`src/rtl/spq_pkg.sv`:
```
// spq_pkg: constants, result codes and cell control type for the sorted priority queue
// no dependencies; imported by spq_cell and sorted_priority_queue_unit
package spq_pkg;

  localparam int CAPACITY = 64;
  localparam int CNT_W    = $clog2(CAPACITY + 1);
  localparam int DATA_W   = 32;
  localparam int STATUS_W = 2;
  localparam int OCC_W    = 7;
  localparam int OUT_W    = DATA_W + STATUS_W + OCC_W;
  localparam int OUT_PAD  = ((OUT_W + 7) / 8) * 8 - OUT_W;
  localparam int TDATA_W  = OUT_W + OUT_PAD;

  localparam logic CMD_PUSH = 1'b0;
  localparam logic CMD_POP  = 1'b1;

  localparam logic [STATUS_W-1:0] ST_OK    = 2'd0;
  localparam logic [STATUS_W-1:0] ST_EMPTY = 2'd1;
  localparam logic [STATUS_W-1:0] ST_FULL  = 2'd2;

  localparam logic [DATA_W-1:0] EMPTY_VALUE = '1;

  typedef struct packed {
    logic              push;
    logic              pop;
    logic [DATA_W-1:0] value;
  } spq_ctl_t;

endpackage

```
`src/rtl/spq_cell.sv`:
```
// spq_cell: one slot of the sorted chain, holds one entry and trades with its neighbours
// depends on spq_pkg
module spq_cell
  import spq_pkg::*;
(
  input  logic              clk,
  input  spq_ctl_t          ctl,
  input  logic              occ,
  input  logic              prev_gt,
  input  logic [DATA_W-1:0] prev_val,
  input  logic [DATA_W-1:0] next_val,
  output logic              gt,
  output logic [DATA_W-1:0] val
);

  logic [DATA_W-1:0] val_r;
  logic [DATA_W-1:0] val_nxt;

  assign gt  = occ && ($signed(val_r) > $signed(ctl.value));
  assign val = val_r;

  always_comb begin
    val_nxt = val_r;
    if (ctl.push) begin
      if (!gt) begin
        val_nxt = prev_gt ? ctl.value : prev_val;
      end
    end else if (ctl.pop) begin
      val_nxt = next_val;
    end
  end

  always_ff @(posedge clk) begin
    val_r <= val_nxt;
  end

endmodule

```
`config.mk`:
```
export PLATFORM = sky130hd
export DESIGN_NAME = spq_cell
export DESIGN_NICKNAME = d
export VERILOG_FILES = /design/src/rtl/spq_pkg.sv /design/src/rtl/spq_cell.sv
export SDC_FILE = /design/constraint.sdc
export NUM_CORES = 1
export LEC_CHECK = 0
export ABC_CLOCK_PERIOD_IN_PS = 7300
export BUFFER_PORTS_ARGS = -buffer_cell sky130_fd_sc_hd__buf_2
export CORE_AREA = 5 5 86 88
export DETAILED_ROUTE_END_ITERATION = 12
export DIE_AREA = 0 0 91 93
export PLACE_DENSITY_LB_ADDON = 0.05
export SLEW_MARGIN = 15
export SYNTH_ARGS = -nofsm -noshare
export SYNTH_HDL_FRONTEND = slang
export SYNTH_SLANG_ARGS = --single-unit
```
`constraint.sdc`:
```
create_clock -name clk -period 7.3 [get_ports clk]
set_input_delay 1.095 -clock clk [delete_from_list [all_inputs] [get_ports clk]]
set_output_delay 1.095 -clock clk [all_outputs]
set_load 0.02 [all_outputs]
```
==> run_results.csv, run 1 <==
group,metric,value,unit
outcome,status,"finished, final reports clean",
timing,tightest_slew,1110,ps
route,wire_per_inst,13.7,µm
yosys,syn_inst,261,
worst_setup_path,crit_type,"in2out",
timing,fin_crit_sh,57.9,%
route,antenna_left,0,
final_layout,areaGrowthSynthToFinish,32.1,%
timing,holdWs,1130,ps
route,wirelength,6.42,mm
timing,setup_tns,0,ps
yosys,ys_types,33,
timing,hold_violations,0,
yosys,syn_avg_cell_area,9.62,µm²
route,num_vias,2274,
timing,relSlewSlack,26.2,%
power_and_ir_drop,finalPower,0.564,mW
power_and_ir_drop,vdd_ir_drop_max,0.0961,mV
placement,portBuffers,133,
yosys,yosysTopAreaCell,"edfxtp_1",
placement,routabilityCongestion,0.705,
floorplanning,std_cell_rows,30,
yosys,async_flop_share,0,%
yosys,synthTopCellsByArea,"edfxtp_1 (38%), ha_1 (16%), mux2i_1 (13%)",
clocking,worstSkewPairLatency,280,ps
global_route,busiest_layer,"met2",
final_layout,fin_nets,524,
yosys,syn_nets,394,
timing,setup_ws,3080,ps
yosys,ys_warn_count,0,
power_and_ir_drop,p_leak,1.70,nW
floorplanning,die-area,8460,µm²
worst_setup_path,crit_arrival,3130,ps
final_layout,diodes,0,
yosys,netlist.area_leader.share,38.3,%
timing,setup_viol,0,
timing,rsz0062_at_grt,"false",
global_route,antenna_found_initial,0,
clocking,cts_hold_buffers,0,
route,drc_errors,0,
global_route,grt-ovfl-total,0,
floorplanning,fp.coreArea,6570,µm²
global_route,use_met3,4.42,%
clocking,cts_sinks,32,
worst_setup_path,start_kind,"input port",
final_layout,postLayoutCellArea,3320,µm²
final_layout,multiInputGateArea,1390,µm²
timing,fmax,237,MHz
power_and_ir_drop,p_per_area,170,nW/µm²
placement,hpwl,5.25,mm
hold_path,hold_class,"in2reg",
route,via_per_inst,4.85,
global_route,grt_pass1_vias,2216,
clocking,post-cts-setup-buffers,0,
route,firstDrtPassIters,4,
final_layout,fill_cells,646,
clocking,cts_tree,"yes",
global_route,grt_max_degree,68,
yosys,synth_seq_area_share,38.3,%
clocking,htreeDepth,2,
worst_setup_path,rr_worst_depth,8,
floorplanning,die_y,93,µm
clocking,ctsRootBufferMaster,"clkbuf_8",
floorplanning,io_pins,134,
placement,dp_slack,3070,ps
worst_setup_path,worst_ep_required_time,6200,ps
floorplanning,die_x,91,µm
timing,slew_violations,0,
clocking,cts_buffers,5,
placement,post_dp_cell_area,3250,µm²
global_route,gr-usage-met2,25.5,%
yosys,synth_area,2510,µm²
worst_setup_path,endpoint_kind,"primary output",
global_route,gr-usage-met1,17.5,%
yosys,synth_ff_type,"edfxtp_1",
worst_setup_path,path_max_fanout,3,
timing,clock_skew,10.4,ps
global_route,grt_use_total,14.8,%
yosys,synth-seq-cells,32,
clocking,cts-resized-gates,0,
clocking,clockBufferDepth,2,
timing,fin_crit,4220,ps
hold_path,worstHoldPathCells,3,
clocking,clk_pin_slew,70,ps
route,drtIter0Drc,60,
final_layout,final_layout_size_suffix_gt1_share,37.8,%
final_layout,largest_reg_flops,32,
floorplanning,initial_utilization,38.2,%
yosys,synth_edf_count,32,
run,maxCapViolations,0,
final_layout,ff_latch_area,961,µm²
global_route,grt_pass1_wl,10.2,mm
==> cells in the mapped netlist, drive strengths merged (2+ instances only) <==
library cell  instances
a21oi                45
nor2                 37
inv                  33
edfxtp               32
ha                   32
mux2i                32
nand4                 8
buf                   6
nand2                 6
clkbuf                5
o21ai                 4
nand3                 3
a211oi                2
o211ai                2
==> area by class of cell <==
| class | instances | area share [%] |
|---|---|---|
| multi-input cells | 185 | 41.9 |
| flip-flops and latches | 32 | 29.0 |
| repair buffers | 134 | 20.3 |
| inverters | 33 | 3.73 |
| well taps | 80 | 3.02 |
| clock buffers | 5 | 2.07 |
==> cells in the final DEF, fill, tap and decap left out, types with 2 or more instances in the layout <==
cell / netlist / final
o211ai_1: 2 / 2
nand4_2: 2 / 2
nor2_1: 36 / 36
a21oi_1: 45 / 45
nand4_1: 5 / 5
buf_2: 2 / 133
clkbuf_8: 0 / 5
mux2i_1: 32 / 32
ha_1: 32 / 32
inv_1: 33 / 33
o21ai_0: 4 / 4
nand2_1: 6 / 6
edfxtp_1: 32 / 32
nand3_1: 3 / 3
==> power breakdown <==
| group | leakage, nW | switching [mW] | internal (mW) |
|---|---|---|---|
| Sequential | 0.315 | 0.0119 | 0.232 |
| Combinational | 1.35 | 0.116 | 0.0834 |
| Clock | 0.0359 | 0.0597 | 0.0613 |
| Total | 1.70 | 0.187 | 0.377 |
==> per-stage QoR <==
step	std cells	util (%)
after floorplan	261	-
after global placement	464	49.4
after detailed placement	464	49.4
after CTS	469	50.5
after global routing	469	50.5
final	469	50.5
==> critical path, cell delays in order <==
cell and delay, ps:
buf_2 90, inv_1 40, ha_1 320, a21oi_1 150, o21ai_0 120, a221o_1 320
o31a_1 330, or3_1 320, a21boi_1 160, buf_2 190
==> logic make-up after synthesis <==
group	share of synthesized area [%]
buffers and inverters	6.68
and+or+nand+nor	12.2
adders and majority gates	15.9
AOI/OAI and AO/OA	14.2
DFF	38.3
muxes	12.8
==> per-layer routing <==
metal	wire length [µm]	vias up
met5	0	-
met4	85	0
met3	584	7
met2	3130	76
met1	2620	987
li1	-	1204
==> worst paths after layout <==
| check | slack (ps) | startpoint | end |
|---|---|---|---|
| worst max-delay path | 3080 | ctl[7] | gt |
| worst min-delay path | 1130 | next_val[7] | val[7]$_DFFE_PP_ |
| worst max register to register | 3950 | val[31]$_DFFE_PP_ | val[24]$_DFFE_PP_ |
| worst min register to register | 1160 | val[31]$_DFFE_PP_ | val[3]$_DFFE_PP_ |
No activity file was read; power rests on OpenSTA's default activity.
==> run 2, diff against run 1 <==
Settings changed: ABC_CLOCK_PERIOD_IN_PS 7300 to 4300.
Clock period 7.3 ns to 4.3 ns, I/O delays scaled along.
==> run 2 against run 1 <==
Clock-buffer cell count rose by 2. Core utilization rose by 0.48 points. Final area rose by 0.94%. Routed wire length fell by 0.95%. Sequential power rose by 70%. Via count rose by 1.6%.
==> run_results.csv, run 2 (same netlist as run 1, synthesis figures left out) <==
group,metric,value,unit
timing,fin_crit,3290,ps
final_layout,final_layout_size_suffix_gt1_share,37.7,%
timing,slew_violations,0,
clocking,cts_hold_buffers,0,
timing,tightest_slew,948,ps
timing,fmax,304,MHz
worst_setup_path,crit_type,"in2out",
clocking,worstSkewPairLatency,290,ps
floorplanning,initial_utilization,38.2,%
worst_setup_path,cp_common_cell,"buf_2",
global_route,grt_pass1_vias,2217,
route,antenna_left,0,
final_layout,largest_reg_flops,32,
power_and_ir_drop,finalPower,0.978,mW
route,wire_per_inst,13.4,µm
run,maxCapViolations,0,
worst_setup_path,cp_top_family,"compound AO/OA/AOI/OAI gates",
power_and_ir_drop,vdd_ir_drop_max,0.138,mV
global_route,grt_max_degree,36,
outcome,status,"finished, final reports clean",
timing,relSlewSlack,36.8,%
route,wirelength,6.36,mm
clocking,cts_buffers,5,
worst_setup_path,slowest_stage,"o31a_1",
clocking,clockBufferDepth,2,
placement,post_dp_cell_area,3270,µm²
clocking,cts_tree,"yes",
timing,clock_skew,5.15,ps
global_route,antenna_found_initial,0,
route,via_per_inst,4.89,
clocking,cts_sinks,32,
floorplanning,die_y,93,µm
route,drtIter0Drc,59,
power_and_ir_drop,p_leak,1.71,nW
final_layout,fin_nets,525,
worst_setup_path,endpoint_kind,"primary output",
route,drc_errors,0,
floorplanning,die-area,8460,µm²
final_layout,postLayoutCellArea,3350,µm²
worst_setup_path,endpoint,"gt",
floorplanning,die_x,91,µm
placement,routabilityCongestion,0.744,
floorplanning,fp.coreArea,6570,µm²
final_layout,areaGrowthSynthToFinish,33.3,%
worst_setup_path,rr_startpoint,"val[31]$_DFFE_PP_",
worst_setup_path,slowest_delay,330,ps
power_and_ir_drop,p_per_area,292,nW/µm²
global_route,grt_use_total,14.4,%
timing,fin_crit_sh,76.5,%
worst_setup_path,r2r-end,"val[27]$_DFFE_PP_",
worst_setup_path,critPathBufInv,3,
route,firstDrtPassIters,4,
clocking,ctsRootBufferMaster,"clkbuf_8",
final_layout,final_cells,473,
worst_setup_path,crit_arrival,2640,ps
global_route,grt_pass1_wl,9.99,mm
final_layout,diodes,0,
timing,rsz0062_at_grt,"false",
timing,setup_tns,0,ps
worst_setup_path,worst_ep_required_time,3650,ps
worst_setup_path,r2r_slack,1140,ps
timing,hold_violations,0,
worst_setup_path,start_kind,"input port",
worst_setup_path,cp.depth,10,
placement,portBuffers,133,
worst_setup_path,crit_path_cell_trace,"buf_2, inv_1, ha_1, a21oi_1, o21ai_0, a221o_1, o31a_1, or3_1, a21boi_1, buf_2",
clocking,htreeDepth,2,
clocking,cts-resized-gates,0,
final_layout,final_cell_mix,"buf_2 (133), a21oi_1 (45), nor2_1 (36)",
route,num_vias,2311,
placement,hpwl,5.26,mm
final_layout,final_common_cell,"buf_2",
floorplanning,std_cell_rows,30,
worst_setup_path,cp-startpoint,"ctl[7]",
clocking,clk_pin_slew,60,ps
timing,setup_viol,0,
hold_path,hold_class,"in2reg",
global_route,grt-ovfl-total,0,
placement,dp_cells,465,
floorplanning,io_pins,134,
worst_setup_path,path_max_fanout,3,
worst_setup_path,rr_worst_depth,8,
clocking,post-cts-setup-buffers,0,
## run 2: layout make-up
cell class                 count  area [µm²]
tap                           80         100
timing repair buffer         135         693
sequential                    32         961
fill                         659        3220
clock buffer                   7        76.3
multi-input combinational    185        1390
clock inverter                 1        3.75
inverter                      33         124
## run 2: worst min path at each step
stage,start,to,slack (ps),cells after the start
detailed placement,next_val[9],val[9]$_DFFE_PP_,970,3
global placement,next_val[6],val[6]$_DFFE_PP_,970,3
global route,next_val[11],val[11]$_DFFE_PP_,680,3
finish,next_val[28],val[28]$_DFFE_PP_,670,3
floorplan,next_val[30],val[30]$_DFFE_PP_,870,2
CTS,next_val[9],val[9]$_DFFE_PP_,660,3
## run 2: layer usage
| metal | global-route usage (%) | vias to the layer above | routed length [µm] |
|---|---|---|---|
| met5 | 0 | - | 0 |
| met4 | 3.67 | 0 | 70 |
| met3 | 4.91 | 7 | 620 |
| met2 | 24.9 | 83 | 3070 |
| met1 | 17.2 | 1015 | 2600 |
| li1 | - | 1206 | - |
## run 2: worst reg2reg max path, cell delays in order (launching register included)
cell      delay, ps
edfxtp_1        390
ha_1            400
nand4_2         170
nor4_2          400
a31oi_1         200
and3_4          240
a2bb2o_4        220
a211oi_4        570
buf_12          260
## run 2: report_power, final
part | internal, mW | switching, mW | leakage, nW
Combinational | 0.145 | 0.197 | 1.36
Sequential | 0.394 | 0.0199 | 0.315
Clock | 0.113 | 0.110 | 0.0399
Total | 0.651 | 0.327 | 1.71
## run 2: metrics by stage
| stage | hold WS, ps | setup slack [ps] | utilization, % |
|---|---|---|---|
| 2_1_floorplan | 871 | 467 | - |
| 3_3_place_gp | 970 | 900 | 49.8 |
| 3_5_place_dp | 969 | 729 | 49.8 |
| 4_1_cts | 662 | 962 | 51.0 |
| 5_1_grt | 681 | 878 | 51.0 |
| 6_report | 674 | 1010 | 51.0 |
==> run 3, diff against run 2 <==
Settings changed: ABC_CLOCK_PERIOD_IN_PS 4300 to 3200.
Clock period 4.3 ns to 3.2 ns, I/O delays scaled along.
==> run 3 against run 2 <==
Combinational power is 35% higher. Clock skew increased by 4.7 ps. Critical path type is now reg2out. Largest power group unchanged. Final area rose by 0.15%. Critical path depth down 2. Critical endpoint unchanged. Largest cell class unchanged. Register-to-register slack got worse by 770 ps.
==> run_results.csv, run 3 (same netlist as run 1, synthesis figures left out) <==
group,metric,value,unit
outcome,status,"finished, final reports clean",
placement,routabilityCongestion,0.728,
timing,fmax,333,MHz
clocking,ctsRootBufferMaster,"clkbuf_8",
final_layout,diodes,0,
route,num_vias,2294,
timing,rsz0062_at_grt,"false",
timing,fin_crit,3000,ps
timing,setup_tns,0,ps
global_route,grt_pass1_wl,10.2,mm
route,wire_per_inst,13.4,µm
run,maxCapViolations,0,
final_layout,final_cells,475,
final_layout,utilization,51.0,%
timing,relSlewSlack,35.3,%
global_route,grt_use_total,14.8,%
power_and_ir_drop,combPwrFrac,35.4,%
worst_setup_path,path_max_fanout,3,
power_and_ir_drop,seq_power_share,42.5,%
worst_setup_path,crit_type,"reg2out",
global_route,antenna_found_initial,0,
floorplanning,die_y,93,µm
final_layout,final_layout_size_suffix_gt1_share,38.0,%
final_layout,final_common_cell,"buf_2",
route,drtIter0Drc,40,
final_layout,largest_reg_flops,32,
clocking,cts-resized-gates,0,
floorplanning,std_cell_rows,30,
timing,setup_viol,0,
placement,hpwl,5.28,mm
clocking,htreeDepth,2,
global_route,grt-ovfl-total,0,
route,antenna_left,0,
timing,fin_crit_sh,93.9,%
placement,portBuffers,133,
timing,tightest_slew,970,ps
final_layout,fin_nets,527,
power_and_ir_drop,vdd_ir_drop_max,0.197,mV
power_and_ir_drop,clockPowerShare,22.1,%
final_layout,areaGrowthSynthToFinish,33.5,%
global_route,grt_max_degree,47,
clocking,worstSkewPairLatency,280,ps
floorplanning,io_pins,134,
clocking,cts_buffers,5,
floorplanning,die_x,91,µm
route,drc_errors,0,
power_and_ir_drop,finalPower,1.31,mW
worst_setup_path,start_kind,"flip-flop",
timing,hold_violations,0,
route,firstDrtPassIters,4,
worst_setup_path,crit_arrival,2520,ps
route,via_per_inst,4.83,
final_layout,postLayoutCellArea,3350,µm²
clocking,post-cts-setup-buffers,0,
power_and_ir_drop,p_sw_share,32.9,%
clocking,cts_tree,"yes",
placement,post_dp_cell_area,3270,µm²
floorplanning,fp.coreArea,6570,µm²
floorplanning,die-area,8460,µm²
worst_setup_path,worst_ep_required_time,2720,ps
final_layout,final_cell_mix,"buf_2 (132), a21oi_1 (45), nor2_1 (36)",
timing,clock_skew,9.85,ps
clocking,cts_hold_buffers,0,
route,wirelength,6.39,mm
final_layout,fill_cells,684,
power_and_ir_drop,p_int,0.877,mW
worst_setup_path,endpoint_kind,"primary output",
power_and_ir_drop,p_sw,0.430,mW
power_and_ir_drop,p_leak,1.72,nW
placement,dp_cells,467,
clocking,clk_pin_slew,70,ps
clocking,clockBufferDepth,2,
global_route,grt_pass1_vias,2260,
power_and_ir_drop,p_per_area,390,nW/µm²
timing,slew_violations,0,
floorplanning,initial_utilization,38.2,%
clocking,cts_sinks,32,
hold_path,hold_class,"in2reg",
-- run 3: changes by cell type in the layout (fill, tap and decap cells not counted), sizes merged --
| cell | previous run | this run |
|---|---|---|
| buf | 135 | 137 |
-- run 3: per-layer routing --
| layer | share of wire [%] | vias up | global-route usage (%) |
|---|---|---|---|
| met5 | 0 | - | 0 |
| met4 | 1.1 | 0 | 4.03 |
| met3 | 9.5 | 6 | 5.87 |
| met2 | 48 | 77 | 24.7 |
| met1 | 42 | 1001 | 17.6 |
| li1 | - | 1210 | - |
-- run 3: layout make-up --
cell class                 instances  area (µm²)  area share (%)
clock inverter                     1        3.75           0.112
sequential                        32         961            28.7
tap                               80         100            2.99
timing repair buffer             137         698            20.8
inverter                          33         124            3.69
clock buffer                       7        76.3            2.28
multi-input combinational        185        1390            41.5
-- run 3: per-stage QoR --
stage	setup slack [ps]	hold slack, ps
after global routing	8.94	515
final	196	517
after detailed placement	159	806
after floorplan	14.9	706
after CTS	139	505
after global placement	261	794
-- run 3: critical path: stages, from the launching register on --
cell and delay, ps:
edfxtp_1 400, ha_1 320, a21oi_1 160, nand2_1 70, a221o_1 340, o31a_1 330
or3_1 310, a21boi_1 150, buf_4 170
-- run 3: path summary, 6_finish.rpt --
| check | from | cells past startpoint | endpoint | slack (ps) |
|---|---|---|---|---|
| max | val[14]$_DFFE_PP_ | 8 | gt | 200 |
| min | next_val[31] | 3 | val[31]$_DFFE_PP_ | 520 |
| max reg2reg | val[31]$_DFFE_PP_ | 8 | val[14]$_DFFE_PP_ | 370 |
| min reg2reg | val[31]$_DFFE_PP_ | 6 | val[3]$_DFFE_PP_ | 1220 |
-- run 3: power by group through the flow --
stage          clock network [mW]  registers, mW  logic [mW]
2_1_floorplan                   0          0.626       0.226
3_3_place_gp                    0          0.564       0.465
3_5_place_dp                    0          0.566       0.468
4_1_cts                     0.307          0.557       0.470
5_1_grt                     0.322          0.561       0.518
6_report                    0.290          0.555       0.463
